<file path="src/rtl/core/bsfp_pkg.sv">
// Shared types, character codes and digit decoder for the bit string field parser.
`timescale 1ns / 1ps

package bsfp_pkg;

    // Parse phase of the field in progress
    typedef enum logic [1:0] {
        PH_LEAD   = 2'd0,
        PH_DIGITS = 2'd1,
        PH_TRAIL  = 2'd2,
        PH_DRAIN  = 2'd3
    } phase_t;

    // Result status codes
    localparam logic [1:0] ST_OK      = 2'd0;
    localparam logic [1:0] ST_EMPTY   = 2'd1;
    localparam logic [1:0] ST_ILLEGAL = 2'd2;
    localparam logic [1:0] ST_TOO_LONG = 2'd3;

    // Configuration register indexes
    localparam logic [2:0] CFG_RADIX_BITS  = 3'd0;
    localparam logic [2:0] CFG_BIT_LENGTH  = 3'd1;
    localparam logic [2:0] CFG_FIELD_WIDTH = 3'd2;
    localparam logic [2:0] CFG_DELIM_MASK  = 3'd3;

    // Effective radix codes (bits per digit)
    localparam logic [2:0] RADIX_BIN  = 3'd1;
    localparam logic [2:0] RADIX_QUAD = 3'd2;
    localparam logic [2:0] RADIX_OCT  = 3'd3;
    localparam logic [2:0] RADIX_HEX  = 3'd4;

    // Character codes
    localparam logic [7:0] CH_SPACE   = 8'h20;
    localparam logic [7:0] CH_COMMA   = 8'h2C;
    localparam logic [7:0] CH_NEWLINE = 8'h0A;
    localparam logic [7:0] CH_ZERO    = 8'h30;
    localparam logic [7:0] CH_ONE     = 8'h31;
    localparam logic [7:0] CH_THREE   = 8'h33;
    localparam logic [7:0] CH_SEVEN   = 8'h37;
    localparam logic [7:0] CH_NINE    = 8'h39;
    localparam logic [7:0] CH_UPPER_A = 8'h41;
    localparam logic [7:0] CH_UPPER_F = 8'h46;
    localparam logic [7:0] CH_LOWER_A = 8'h61;
    localparam logic [7:0] CH_LOWER_F = 8'h66;
    localparam logic [7:0] HEX_GAP    = 8'd7;   // distance from '9'+1 to 'A'

    typedef struct packed {
        logic       valid;
        logic [3:0] value;
    } digit_t;

    // Field state apart from the accumulator
    typedef struct packed {
        phase_t     phase;
        logic [6:0] bits_taken;
        logic [7:0] chars_left;
        logic [1:0] err;
    } ctl_t;

    // Effective (range-corrected) configuration
    typedef struct packed {
        logic [2:0] radix;
        logic [6:0] len;
        logic [7:0] width;
        logic [1:0] delim;
    } cfg_t;

    function automatic digit_t digit_decode(input logic [7:0] c, input logic [2:0] radix);
        digit_t d;
        d = '{valid: 1'b0, value: 4'd0};
        unique case (radix)
            RADIX_BIN: begin
                d.valid = (c >= CH_ZERO) && (c <= CH_ONE);
                d.value = 4'(c - CH_ZERO);
            end
            RADIX_QUAD: begin
                d.valid = (c >= CH_ZERO) && (c <= CH_THREE);
                d.value = 4'(c - CH_ZERO);
            end
            RADIX_OCT: begin
                d.valid = (c >= CH_ZERO) && (c <= CH_SEVEN);
                d.value = 4'(c - CH_ZERO);
            end
            default: begin
                if ((c >= CH_ZERO) && (c <= CH_NINE)) begin
                    d.valid = 1'b1;
                    d.value = 4'(c - CH_ZERO);
                end else if ((c >= CH_UPPER_A) && (c <= CH_UPPER_F)) begin
                    d.valid = 1'b1;
                    d.value = 4'(c - CH_ZERO - HEX_GAP);
                end else if ((c >= CH_LOWER_A) && (c <= CH_LOWER_F)) begin
                    d.valid = 1'b1;
                    d.value = 4'(c - CH_LOWER_A + 8'd10);
                end
            end
        endcase
        if (!d.valid) begin
            d.value = 4'd0;
        end
        return d;
    endfunction

endpackage

</file>
<file path="src/rtl/core/bsfp_step.sv">
// Per-character step logic: phase machine, digit insertion and result forming.
`timescale 1ns / 1ps

module bsfp_step #(
    parameter int VALUE_BITS = 64
) (
    input  bsfp_pkg::ctl_t          ctl_i,
    input  logic [VALUE_BITS-1:0]   accum_i,
    input  bsfp_pkg::cfg_t          cfg_i,
    input  logic [7:0]              char_i,
    input  logic                    no_more_i,
    output bsfp_pkg::ctl_t          ctl_o,
    output logic [VALUE_BITS-1:0]   accum_o,
    output logic                    res_valid_o,
    output logic [VALUE_BITS-1:0]   res_value_o,
    output logic [1:0]              res_status_o
);

    bsfp_pkg::digit_t          dig;
    bsfp_pkg::phase_t          phase_step;
    logic                      is_space;
    logic                      delim_hit;
    logic                      counted;
    logic [6:0]                bits_sum;
    logic                      full;
    logic [6:0]                excess;
    logic [3:0]                pad_mask;
    logic                      pad_bad;
    logic                      take;
    logic [VALUE_BITS+7:0]     placed;
    bsfp_pkg::ctl_t            ctl_upd;
    logic [VALUE_BITS-1:0]     accum_upd;

    assign dig       = bsfp_pkg::digit_decode(char_i, cfg_i.radix);
    assign is_space  = (char_i == bsfp_pkg::CH_SPACE);
    assign delim_hit = (cfg_i.delim[0] && (char_i == bsfp_pkg::CH_COMMA)) ||
                       (cfg_i.delim[1] && (char_i == bsfp_pkg::CH_NEWLINE));
    assign counted   = !no_more_i && !delim_hit;

    assign bits_sum  = ctl_i.bits_taken + 7'(cfg_i.radix);
    assign full      = (bits_sum >= cfg_i.len);
    assign excess    = bits_sum - cfg_i.len;
    assign pad_mask  = 4'((5'd1 << excess[1:0]) - 5'd1);
    assign pad_bad   = full && ((dig.value & pad_mask) != 4'd0);
    assign take      = !is_space && dig.valid &&
                       ((ctl_i.phase == bsfp_pkg::PH_LEAD) ||
                        (ctl_i.phase == bsfp_pkg::PH_DIGITS));

    // Place the digit so that its top bit lands at VALUE_BITS-1-bits_taken;
    // bits falling below bit 0 drop off the low end.
    assign placed = {dig.value, (VALUE_BITS + 4)'(0)} >> bits_sum;

    // Next phase for a counted character
    always_comb begin
        phase_step = ctl_i.phase;
        unique case (ctl_i.phase)
            bsfp_pkg::PH_LEAD: begin
                if (!is_space) begin
                    if (!dig.valid) begin
                        phase_step = bsfp_pkg::PH_DRAIN;
                    end else if (full) begin
                        phase_step = bsfp_pkg::PH_TRAIL;
                    end else begin
                        phase_step = bsfp_pkg::PH_DIGITS;
                    end
                end
            end
            bsfp_pkg::PH_DIGITS: begin
                if (is_space) begin
                    phase_step = bsfp_pkg::PH_TRAIL;
                end else if (!dig.valid) begin
                    phase_step = bsfp_pkg::PH_DRAIN;
                end else if (full) begin
                    phase_step = bsfp_pkg::PH_TRAIL;
                end
            end
            bsfp_pkg::PH_TRAIL: begin
                if (!is_space) begin
                    phase_step = bsfp_pkg::PH_DRAIN;
                end
            end
            default: begin
                phase_step = bsfp_pkg::PH_DRAIN;
            end
        endcase
    end

    // Datapath, error code and result
    always_comb begin
        ctl_upd   = ctl_i;
        accum_upd = accum_i;
        if (counted) begin
            ctl_upd.chars_left = ctl_i.chars_left - 8'd1;
            ctl_upd.phase      = phase_step;
            if (take) begin
                accum_upd          = accum_i | placed[VALUE_BITS+3:4];
                ctl_upd.bits_taken = bits_sum;
                if (pad_bad) begin
                    ctl_upd.err = bsfp_pkg::ST_TOO_LONG;
                end
            end else if (!is_space) begin
                if (ctl_i.phase == bsfp_pkg::PH_TRAIL) begin
                    ctl_upd.err = dig.valid ? bsfp_pkg::ST_TOO_LONG : bsfp_pkg::ST_ILLEGAL;
                end else if (ctl_i.phase != bsfp_pkg::PH_DRAIN) begin
                    ctl_upd.err = bsfp_pkg::ST_ILLEGAL;
                end
            end
        end

        res_valid_o = !counted || (ctl_upd.chars_left == 8'd0);

        if (ctl_upd.phase == bsfp_pkg::PH_LEAD) begin
            res_status_o = bsfp_pkg::ST_EMPTY;
            res_value_o  = '0;
        end else if (ctl_upd.err != bsfp_pkg::ST_OK) begin
            res_status_o = ctl_upd.err;
            res_value_o  = '0;
        end else begin
            res_status_o = bsfp_pkg::ST_OK;
            res_value_o  = accum_upd;
        end

        // Restart the field once it has ended
        if (res_valid_o) begin
            ctl_o   = '{phase: bsfp_pkg::PH_LEAD, bits_taken: 7'd0,
                        chars_left: cfg_i.width, err: bsfp_pkg::ST_OK};
            accum_o = '0;
        end else begin
            ctl_o   = ctl_upd;
            accum_o = accum_upd;
        end
    end

endmodule

</file>
<file path="src/rtl/core/bit_string_field_parser_unit.sv">
// Top level of the bit string field parser: config registers, field state, output register.
// A result appears on m_tvalid in the cycle after the word that ends its field is accepted.
// Throughput: one character word per cycle while the input is not stalled; the combinational step logic sets this.
// The input stalls only while the output register holds a result not yet taken.
// Reset (aresetn low, synchronous): radix 1, length 1, width 1, no delimiters, empty field.
`timescale 1ns / 1ps

module bit_string_field_parser_unit #(
    parameter int VALUE_BITS = 64
) (
    input  logic                              aclk,
    input  logic                              aresetn,
    // character input
    input  logic                              s_tvalid,
    output logic                              s_tready,
    input  logic [7:0]                        s_tdata,   // [7:0] char_code
    input  logic                              s_tuser,   // [0] no_more
    // result output
    output logic                              m_tvalid,
    input  logic                              m_tready,
    output logic [((VALUE_BITS+7)/8)*8-1:0]   m_tdata,   // [VALUE_BITS-1:0] bits_value, zero pad
    output logic [1:0]                        m_tuser,   // [1:0] status
    // configuration write channel
    input  logic                              cfg_valid,
    output logic                              cfg_ready,
    input  logic [2:0]                        cfg_index,
    input  logic [7:0]                        cfg_data
);

    localparam int TDATA_BITS = ((VALUE_BITS + 7) / 8) * 8;

    // Configuration registers, raw as written
    logic [2:0] radix_bits_reg;
    logic [6:0] bit_length_reg;
    logic [7:0] field_width_reg;
    logic [1:0] delim_mask_reg;

    // Field state
    bsfp_pkg::ctl_t          ctl_reg, ctl_next;
    logic [VALUE_BITS-1:0]   accum_reg, accum_next;

    // Output register
    logic                    m_tvalid_reg;
    logic [VALUE_BITS-1:0]   m_value_reg;
    logic [1:0]              m_status_reg;

    bsfp_pkg::cfg_t          cfg_eff;
    logic                    s_accept;
    logic                    cfg_wr;
    logic                    res_valid;
    logic [VALUE_BITS-1:0]   res_value;
    logic [1:0]              res_status;
    logic [7:0]              width_sel;
    logic [7:0]              restart_width;

    // Accept a character whenever the output register is free or being emptied
    assign s_tready  = !m_tvalid_reg || m_tready;
    assign s_accept  = s_tvalid && s_tready;
    assign cfg_ready = 1'b1;
    assign cfg_wr    = cfg_valid && cfg_ready;

    // Range-correct the configuration: radix zero acts as binary, above hex as hex;
    // length zero acts as one and saturates at VALUE_BITS; width zero acts as one.
    always_comb begin
        cfg_eff.delim = delim_mask_reg;
        if (radix_bits_reg == 3'd0) begin
            cfg_eff.radix = bsfp_pkg::RADIX_BIN;
        end else if (radix_bits_reg > bsfp_pkg::RADIX_HEX) begin
            cfg_eff.radix = bsfp_pkg::RADIX_HEX;
        end else begin
            cfg_eff.radix = radix_bits_reg;
        end
        if (bit_length_reg == 7'd0) begin
            cfg_eff.len = 7'd1;
        end else if (bit_length_reg > 7'(VALUE_BITS)) begin
            cfg_eff.len = 7'(VALUE_BITS);
        end else begin
            cfg_eff.len = bit_length_reg;
        end
        cfg_eff.width = (field_width_reg == 8'd0) ? 8'd1 : field_width_reg;
    end

    // A config write to a known index restarts the field; take the width that will be in force after it
    assign width_sel     = (cfg_index == bsfp_pkg::CFG_FIELD_WIDTH) ? cfg_data : field_width_reg;
    assign restart_width = (width_sel == 8'd0) ? 8'd1 : width_sel;

    bsfp_step #(
        .VALUE_BITS (VALUE_BITS)
    ) u_step (
        .ctl_i        (ctl_reg),
        .accum_i      (accum_reg),
        .cfg_i        (cfg_eff),
        .char_i       (s_tdata),
        .no_more_i    (s_tuser),
        .ctl_o        (ctl_next),
        .accum_o      (accum_next),
        .res_valid_o  (res_valid),
        .res_value_o  (res_value),
        .res_status_o (res_status)
    );

    // Configuration registers
    always_ff @(posedge aclk) begin
        if (!aresetn) begin
            radix_bits_reg  <= bsfp_pkg::RADIX_BIN;
            bit_length_reg  <= 7'd1;
            field_width_reg <= 8'd1;
            delim_mask_reg  <= 2'd0;
        end else if (cfg_wr) begin
            unique case (cfg_index)
                bsfp_pkg::CFG_RADIX_BITS:  radix_bits_reg  <= cfg_data[2:0];
                bsfp_pkg::CFG_BIT_LENGTH:  bit_length_reg  <= cfg_data[6:0];
                bsfp_pkg::CFG_FIELD_WIDTH: field_width_reg <= cfg_data;
                bsfp_pkg::CFG_DELIM_MASK:  delim_mask_reg  <= cfg_data[1:0];
                default: ;  // unknown index: drop the word
            endcase
        end
    end

    // Field state: restart on a known config write, else advance on each accepted word
    always_ff @(posedge aclk) begin
        if (!aresetn) begin
            ctl_reg   <= '{phase: bsfp_pkg::PH_LEAD, bits_taken: 7'd0,
                           chars_left: 8'd1, err: bsfp_pkg::ST_OK};
            accum_reg <= '0;
        end else if (cfg_wr && (cfg_index <= bsfp_pkg::CFG_DELIM_MASK)) begin
            ctl_reg   <= '{phase: bsfp_pkg::PH_LEAD, bits_taken: 7'd0,
                           chars_left: restart_width, err: bsfp_pkg::ST_OK};
            accum_reg <= '0;
        end else if (s_accept) begin
            ctl_reg   <= ctl_next;
            accum_reg <= accum_next;
        end
    end

    // Output register: load a finished result, drop it once taken
    always_ff @(posedge aclk) begin
        if (!aresetn) begin
            m_tvalid_reg <= 1'b0;
        end else if (s_accept && res_valid) begin
            m_tvalid_reg <= 1'b1;
        end else if (m_tready) begin
            m_tvalid_reg <= 1'b0;
        end
    end

    always_ff @(posedge aclk) begin
        if (s_accept && res_valid) begin
            m_value_reg  <= res_value;
            m_status_reg <= res_status;
        end
    end

    assign m_tvalid = m_tvalid_reg;
    assign m_tdata  = TDATA_BITS'(m_value_reg);
    assign m_tuser  = m_status_reg;

`ifndef SYNTHESIS
    // An error or empty result never carries a value
    assert property (@(posedge aclk) disable iff (!aresetn)
        (m_tvalid_reg && (m_status_reg != bsfp_pkg::ST_OK)) |-> (m_value_reg == '0))
        else $error("non-ok result with nonzero value");

    // End of input always yields a result in the next cycle
    assert property (@(posedge aclk) disable iff (!aresetn)
        (s_accept && s_tuser) |=> m_tvalid_reg)
        else $error("no result after end of input");

    // While still skipping leading spaces, no digit has been gathered
    assert property (@(posedge aclk) disable iff (!aresetn)
        (ctl_reg.phase == bsfp_pkg::PH_LEAD) |-> ((ctl_reg.bits_taken == 7'd0) && (accum_reg == '0)))
        else $error("digits held in leading-space phase");

    // A field in progress always has characters left
    assert property (@(posedge aclk) disable iff (!aresetn)
        ctl_reg.chars_left != 8'd0)
        else $error("character count ran out without ending the field");
`endif

endmodule

</file>
<file path="config.mk">
export PLATFORM = sky130hd
export DESIGN_NAME = bit_string_field_parser_unit
export DESIGN_NICKNAME = d
export VERILOG_FILES = /design/src/rtl/core/bsfp_pkg.sv /design/src/rtl/core/bsfp_step.sv /design/src/rtl/core/bit_string_field_parser_unit.sv
export SDC_FILE = /design/constraint.sdc
export NUM_CORES = 1
export LEC_CHECK = 0
export BUFFER_PORTS_ARGS = -buffer_cell sky130_fd_sc_hd__buf_4
export CORE_AREA = 2 2 136 138
export CTS_CLUSTER_SIZE = 30
export DETAILED_ROUTE_END_ITERATION = 12
export DIE_AREA = 0 0 138 140
export HOLD_SLACK_MARGIN = 0.15
export PLACE_DENSITY_LB_ADDON = 0.12
export SLEW_MARGIN = 20
export SYNTH_ARGS = -nofsm -noshare
export SYNTH_HDL_FRONTEND = slang
export SYNTH_SLANG_ARGS = --single-unit
</file>
<file path="constraint.sdc">
create_clock -name aclk -period 15.4 [get_ports aclk]
set_clock_uncertainty 0.05 [all_clocks]
set_input_delay 4.62 -clock aclk [delete_from_list [all_inputs] [get_ports aclk]]
set_output_delay 4.62 -clock aclk [all_outputs]
set_load 0.01 [all_outputs]
</file>
==> key figures, run 1 <==
Run status
  – Status: finished, final reports clean

Min path
  – Min-Delay Path Class: reg -> reg
  – Hold Path Stages: 2
  – HP Start: accum_reg[46]
  – Hold path endpoint: accum_reg[46]

Yosys
  – Netlist cell types: 95
  – Sequential area share after synthesis: 0.461
  – Syn Nets: approximately 1000
  – Ys async rst share: 0
  – Post-synth EDFFs: 66
  – Post-Syn Area per Cell: between 9 and 10 µm²
  – Area contributors post-synth: dfxtp_1 24%, edfxtp_1 22%, a21oi_1 5.7%, nor2_1 4.4%, nor3_1 4.4%
  – Synth cell count leaders: 104 x dfxtp_1, 103 x nor2_1, 101 x a21oi_1
  – Ys flop type: dfxtp_1
  – Area of the mapped netlist: 8820 µm²
  – Area leader, netlist: dfxtp_1
  – Share of the synthesized area in the top cell type: 0.236
  – Warnings, synthesis: 0
  – Post-synthesis instance total: between 900 and 1000
  – FF+latch count, synth: between 150 and 200
  – Most common cell in the netlist: dfxtp_1

Floorplan
  – Die Wd: ~140 µm
  – Die area: just under 20000 µm²
  – Core footprint: roughly 18000 µm²
  – Die Height: 140 µm
  – Io pins: 94
  – FP Rows: 49
  – Initial core utilization: 0.496

Worst setup path
  – Crit path max fanout: 4
  – Reg-to-Reg End: m_tdata[33]
  – Worst R2R Path Depth: 14
  – Worst stage delay on the critical path: 170 ps
  – Ordered cell list for the critical path: buf_4, nand2b_1, buf_4
  – Crit path kind: in -> out
  – Req. time, crit path: 10730 ps
  – Reg2reg start: radix_bits_reg[2]
  – Largest delay share family, worst path: buffers and inverters
  – Crit path DAT: about 5100 ps
  – CP Launch Type: primary input
  – Slowest-stage cell, CP: nand2b_1
  – Crit path top cell by count: buf_4
  – CP endpoint kind: primary output
  – Worst Path Buf+Inv: 2
  – Reg2Reg Setup Slack: just over 10000 ps

Final layout
  – Layout fillers: approximately 1600
  – Fin area: 10100 µm²
  – Final Util: 0.569
  – Layout cells sized above 1: 0.178
  – Finished Layout Cells: 1243
  – Reg area: ~4100 µm²
  – Area occupied by multi-input gates: 4360 µm²
  – Area grow syn2layout: 14.7%
  – Layout Nets: approximately 1000
  – Diode count: 0

Drt
  – Via/cell ratio: between 6 and 7
  – Top routing layer used: met4
  – WL met2: between 10 and 15 mm
  – DRC violations left: 0
  – Met3 wire len: 1.33 mm
  – Routed vias: roughly 7600
  – Iter 0 DRT Violations: between 600 and 700
  – Drt total wl: between 20 and 25 mm
  – Drt first pass iters: 5
  – Antenna-violating nets left: 0
  – Avg WL per Cell: just under 20 µm
  – Metal-1 WL: 11.1 mm

STA
  – Setup TNS: 0 ps
  – Period minus WS final: ~9700 ps
  – Final worst path period share: 0.631
  – Fmax: about 100 MHz
  – Setup ws final: 5680 ps
  – RSZ-0062 raised after global routing: false
  – Hold Violations, Final: 0
  – Slew Viols, Final: 0
  – Worst Tran Pin Value: ~1000 ps
  – Worst relative slew slack: 0.302
  – Setup violators final: 0

Clocking
  – Resize count post-CTS: 0
  – Total CTS buffers: 17
  – Htree depth: 4
  – Hold buffers post-CTS: 0
  – CTS sink cnt: 170
  – Clock Tree Buf Depth: 2
  – CTS root buf: clkbuf_16
  – # Post-CTS Setup Buffers: 0
  – CTS tree: done
  – Clock Latency Late Sink: between 400 and 500 ps
  – Clock Pin Slew Worst Setup and Hold Paths: 70 ps

GRT
  – GRT Overall Usage: 0.248
  – First-pass GRT wire length: just under 40 mm
  – Grt ovf: 0
  – Largest net degree at the start of global routing: 67
  – Number of antenna violations at the first check in global routing: 0
  – Vias in the first global route: 7167

Power and ir drop
  – Pwr/cell area: ~99 nW/µm²
  – Internal Power: 732 µW
  – Leak Pwr: roughly 3.5 nW
  – Logic pwr share: 0.105
  – Worst vdd ir: between 0.08 and 0.09 mV
  – Switching power: between 200 and 300 µW
  – Seq pwr share: 0.482
  – Clk network pwr share: 0.413
  – Sw Share: 0.272

Flow run
  – Max-Cap Viols: 0

Placed design
  – IO Port Bufs: 92
  – Dpl cells: 1211
  – Placed cell areas: 9540 µm²
  – DPL Wire Length: approximately 16 mm
  – Pre-CTS setup slack: 5680 ps
  – Routability cong.: about 0.92
tightest hold or removal path, cell delays in order (launching register included):
cell and delay [ps]:
dfxtp_1 330, a21oi_1 40, nor2_1 70
cell type report:
type                       instances  share of cell area
multi-input combinational        690               0.431
sequential                       170               0.402
timing repair buffer             102              0.0757
clock buffer                      18              0.0434
tap                              229              0.0283
clock inverter                    14              0.0126
inverter                          20             0.00742
power by group through the flow:
stage	Clock, mW	Combinational (mW)	Sequential [mW]
after floorplan	0	0.0679	0.498
after global placement	0	0.104	0.495
after detailed placement	0	0.105	0.495
after CTS	0.419	0.106	0.485
after global routing	0.438	0.115	0.486
final	0.415	0.106	0.485
worst max-delay path by stage:
stage / start / endpoint / slack, ps / cells after the start
2_1_floorplan: s_tdata[0] / m_tdata[0] / 5500 / 10
3_3_place_gp: m_tready / s_tready / 5690 / 3
3_5_place_dp: m_tready / s_tready / 5680 / 3
4_1_cts: m_tready / s_tready / 5680 / 3
5_1_grt: m_tready / s_tready / 5660 / 3
6_report: m_tready / s_tready / 5680 / 3
per-stage QoR:
step	hold slack, ps	power, mW
after detailed placement	405	0.600
final	420	1.01
after floorplan	382	0.566
after CTS	422	1.01
after global routing	436	1.04
after global placement	397	0.599
cells in the final DEF (no fill, tap or decap), drive strengths merged, types with 24 or more instances in the layout:
| cell type | count |
|---|---|
| o21ai | 24 |
| a21oi | 102 |
| nor3 | 83 |
| edfxtp | 66 |
| buf | 102 |
| nand2 | 65 |
| nor2 | 104 |
| dfxtp | 104 |
| a31oi | 48 |
| inv | 28 |
logic make-up after synthesis:
logic type	count (synthesis)	synth area share
multiplexers	26	0.0314
other	1	0.000425
flip-flops	170	0.461
buffers and inverters	84	0.0502
XOR/XNOR	10	0.00993
AND/OR/NAND/NOR	364	0.215
adder cells (fa/ha/maj)	17	0.0247
AO/OA/AOI/OAI	272	0.207
per-layer routing:
layer / GRT usage / vias to the layer above
met4: 0.0832 / 0
met1: 0.348 / 3680
met3: 0.0427 / 39
met2: 0.392 / 241
li1: - / 3672
met5: 0 / -
Power figures use the tool's default switching activity.
==> run 2, diff against run 1 <==
==> constraint.sdc (replaced) <==
create_clock -name aclk -period 10.1 [get_ports aclk]
set_clock_uncertainty 0.05 [all_clocks]
set_input_delay 3.03 -clock aclk [delete_from_list [all_inputs] [get_ports aclk]]
set_output_delay 3.03 -clock aclk [all_outputs]
set_load 0.01 [all_outputs]
==> key figures, run 2 (same netlist as run 1, synthesis figures left out) <==
Run status
  – Status: finished, final reports clean (unchanged)

GRT
  – Vias in the first global route: 7148 (was 7167)
  – Grt ovf: 0 (unchanged)
  – GRT Overall Usage: 0.250 (was 0.248)
  – Number of antenna violations at the first check in global routing: 0 (unchanged)
  – Largest net degree at the start of global routing: 67 (unchanged)
  – First-pass GRT wire length: 38.8 mm (about the same)

Min path
  – Hold Path Stages: 2 (unchanged)
  – HP Start: accum_reg[57] (was accum_reg[46])
  – Min-Delay Path Class: reg -> reg (unchanged)
  – Hold path endpoint: accum_reg[57] (was accum_reg[46])

Power and ir drop
  – Pwr/cell area: 152 nW/µm² (was 99.5 nW/µm²)
  – Leak Pwr: 3.50 nW (about the same)
  – Worst vdd ir: 0.129 mV (was 0.0867 mV)

Drt
  – DRC violations left: 0 (unchanged)
  – Avg WL per Cell: 19.4 µm (was 19.2 µm)
  – Via/cell ratio: 6.21 (was 6.14)
  – Routed vias: 7727 (was 7632)
  – Drt total wl: 24.2 mm (was 23.9 mm)
  – Drt first pass iters: 5 (unchanged)
  – Antenna-violating nets left: 0 (unchanged)
  – Iter 0 DRT Violations: 704 (was 689)

Final layout
  – Area grow syn2layout: 14.8% (was 14.7%)
  – Layout cells sized above 1: 0.177 (was 0.178)
  – Final Util: 0.569 (about the same)
  – Layout Nets: 1043 (was 1042)
  – Most common cell after layout, fill and taps aside: dfxtp_1 (unchanged)
  – Most frequent cells in the layout: 104 x dfxtp_1, 103 x buf_4, 102 x nor2_1, 101 x a21oi_1, 76 x nor3_1 (was 104 x dfxtp_1, 102 x nor2_1, 102 x buf_4, 101 x a21oi_1, 76 x nor3_1)
  – Diode count: 0 (unchanged)

Worst setup path
  – Crit path DAT: 3460 ps (was 5050 ps)
  – Reg2reg start: radix_bits_reg[2] (unchanged)
  – Crit path kind: in -> out (unchanged)
  – Worst R2R Path Depth: 14 (unchanged)
  – Reg-to-Reg End: m_tdata[3] (was m_tdata[33])
  – Crit path max fanout: 4 (unchanged)
  – CP Launch Type: primary input (unchanged)
  – Req. time, crit path: 7020 ps (was 10730 ps)
  – CP endpoint kind: primary output (unchanged)
  – Reg2Reg Setup Slack: 4730 ps (was 10090 ps)

Placed design
  – IO Port Bufs: 92 (unchanged)
  – Routability cong.: 0.978 (was 0.923)
  – DPL Wire Length: 16.5 mm (was 16.4 mm)

STA
  – Slew Viols, Final: 0 (unchanged)
  – Worst Tran Pin Value: 1090 ps (was 1050 ps)
  – RSZ-0062 raised after global routing: false (unchanged)
  – Worst relative slew slack: 0.272 (was 0.302)
  – Hold Violations, Final: 0 (unchanged)
  – Setup TNS: 0 ps (unchanged)
  – Fmax: 153 MHz
  – Setup violators final: 0 (unchanged)
  – Final worst path period share: 0.647
  – Period minus WS final: approximately 6500 ps

Floorplan
  – Die area: 19300 µm² (unchanged)
  – Die Wd: 138 µm (unchanged)
  – Die Height: 140 µm (unchanged)
  – Initial core utilization: 0.496 (unchanged)
  – Core footprint: 17800 µm² (unchanged)
  – FP Rows: 49 (unchanged)
  – Io pins: 94 (unchanged)

Clocking
  – Clock Pin Slew Worst Setup and Hold Paths: 70 ps (about the same)
  – Htree depth: 4 (unchanged)
  – Hold buffers post-CTS: 0 (unchanged)
  – Clock Latency Late Sink: 430 ps (about the same)
  – CTS sink cnt: 170 (unchanged)
  – Total CTS buffers: 17 (unchanged)
  – CTS tree: done (unchanged)
  – # Post-CTS Setup Buffers: 0 (unchanged)
  – CTS root buf: clkbuf_16 (unchanged)
  – Clock Tree Buf Depth: 2 (unchanged)
  – Resize count post-CTS: 0 (unchanged)

Flow run
  – Max-Cap Viols: 0 (unchanged)
-- run 2: power by group --
part	internal, mW	switching, mW
Sequential	0.730	0.0107
Clock	0.332	0.305
Combinational	0.0555	0.107
Total	1.12	0.423
-- run 2: final cells by class --
| type | instances | area, µm² |
|---|---|---|
| multi-input cells | 690 | 4350 |
| fillers | 1667 | 7660 |
| clock buffers | 18 | 439 |
| inverters | 20 | 75.1 |
| flip-flops and latches | 170 | 4060 |
| clock inverters | 14 | 129 |
| repair buffers | 103 | 773 |
| well taps | 229 | 287 |
-- run 2: critical path, stage by stage --
cell and delay [ps]:
buf_4 100, nand2b_1 170, buf_4 160
-- run 2: worst max-delay path by stage --
| stage | start | endpoint | slack (ps) |
|---|---|---|---|
| 5_1_grt | s_tdata[0] | m_tdata[7] | 3410 |
| 4_1_cts | m_tready | s_tready | 3560 |
| 3_3_place_gp | s_tdata[0] | m_tdata[7] | 3380 |
| 2_1_floorplan | s_tdata[0] | m_tdata[0] | 1790 |
| 6_report | m_tready | s_tready | 3560 |
| 3_5_place_dp | s_tdata[0] | m_tdata[7] | 3310 |
-- run 2: layer usage --
| metal | wire length, µm | up-vias | global-route usage |
|---|---|---|---|
| met5 | 0 | - | 0 |
| met4 | 485 | 0 | 0.0827 |
| met3 | 1590 | 37 | 0.0359 |
| met2 | 11000 | 302 | 0.386 |
| met1 | 11100 | 3712 | 0.362 |
| li1 | - | 3676 | - |
-- run 2: through the flow --
step	area [µm²]	instances	power (mW)	setup slack (ps)	hold WS (ps)
finish	10100	1244	1.54	3560	417
global route	10100	1244	1.59	3410	445
CTS	10100	1244	1.55	3560	420
detailed placement	9550	1212	0.917	3310	406
global placement	9550	1212	0.916	3380	398
floorplan	8820	944	0.863	1790	382
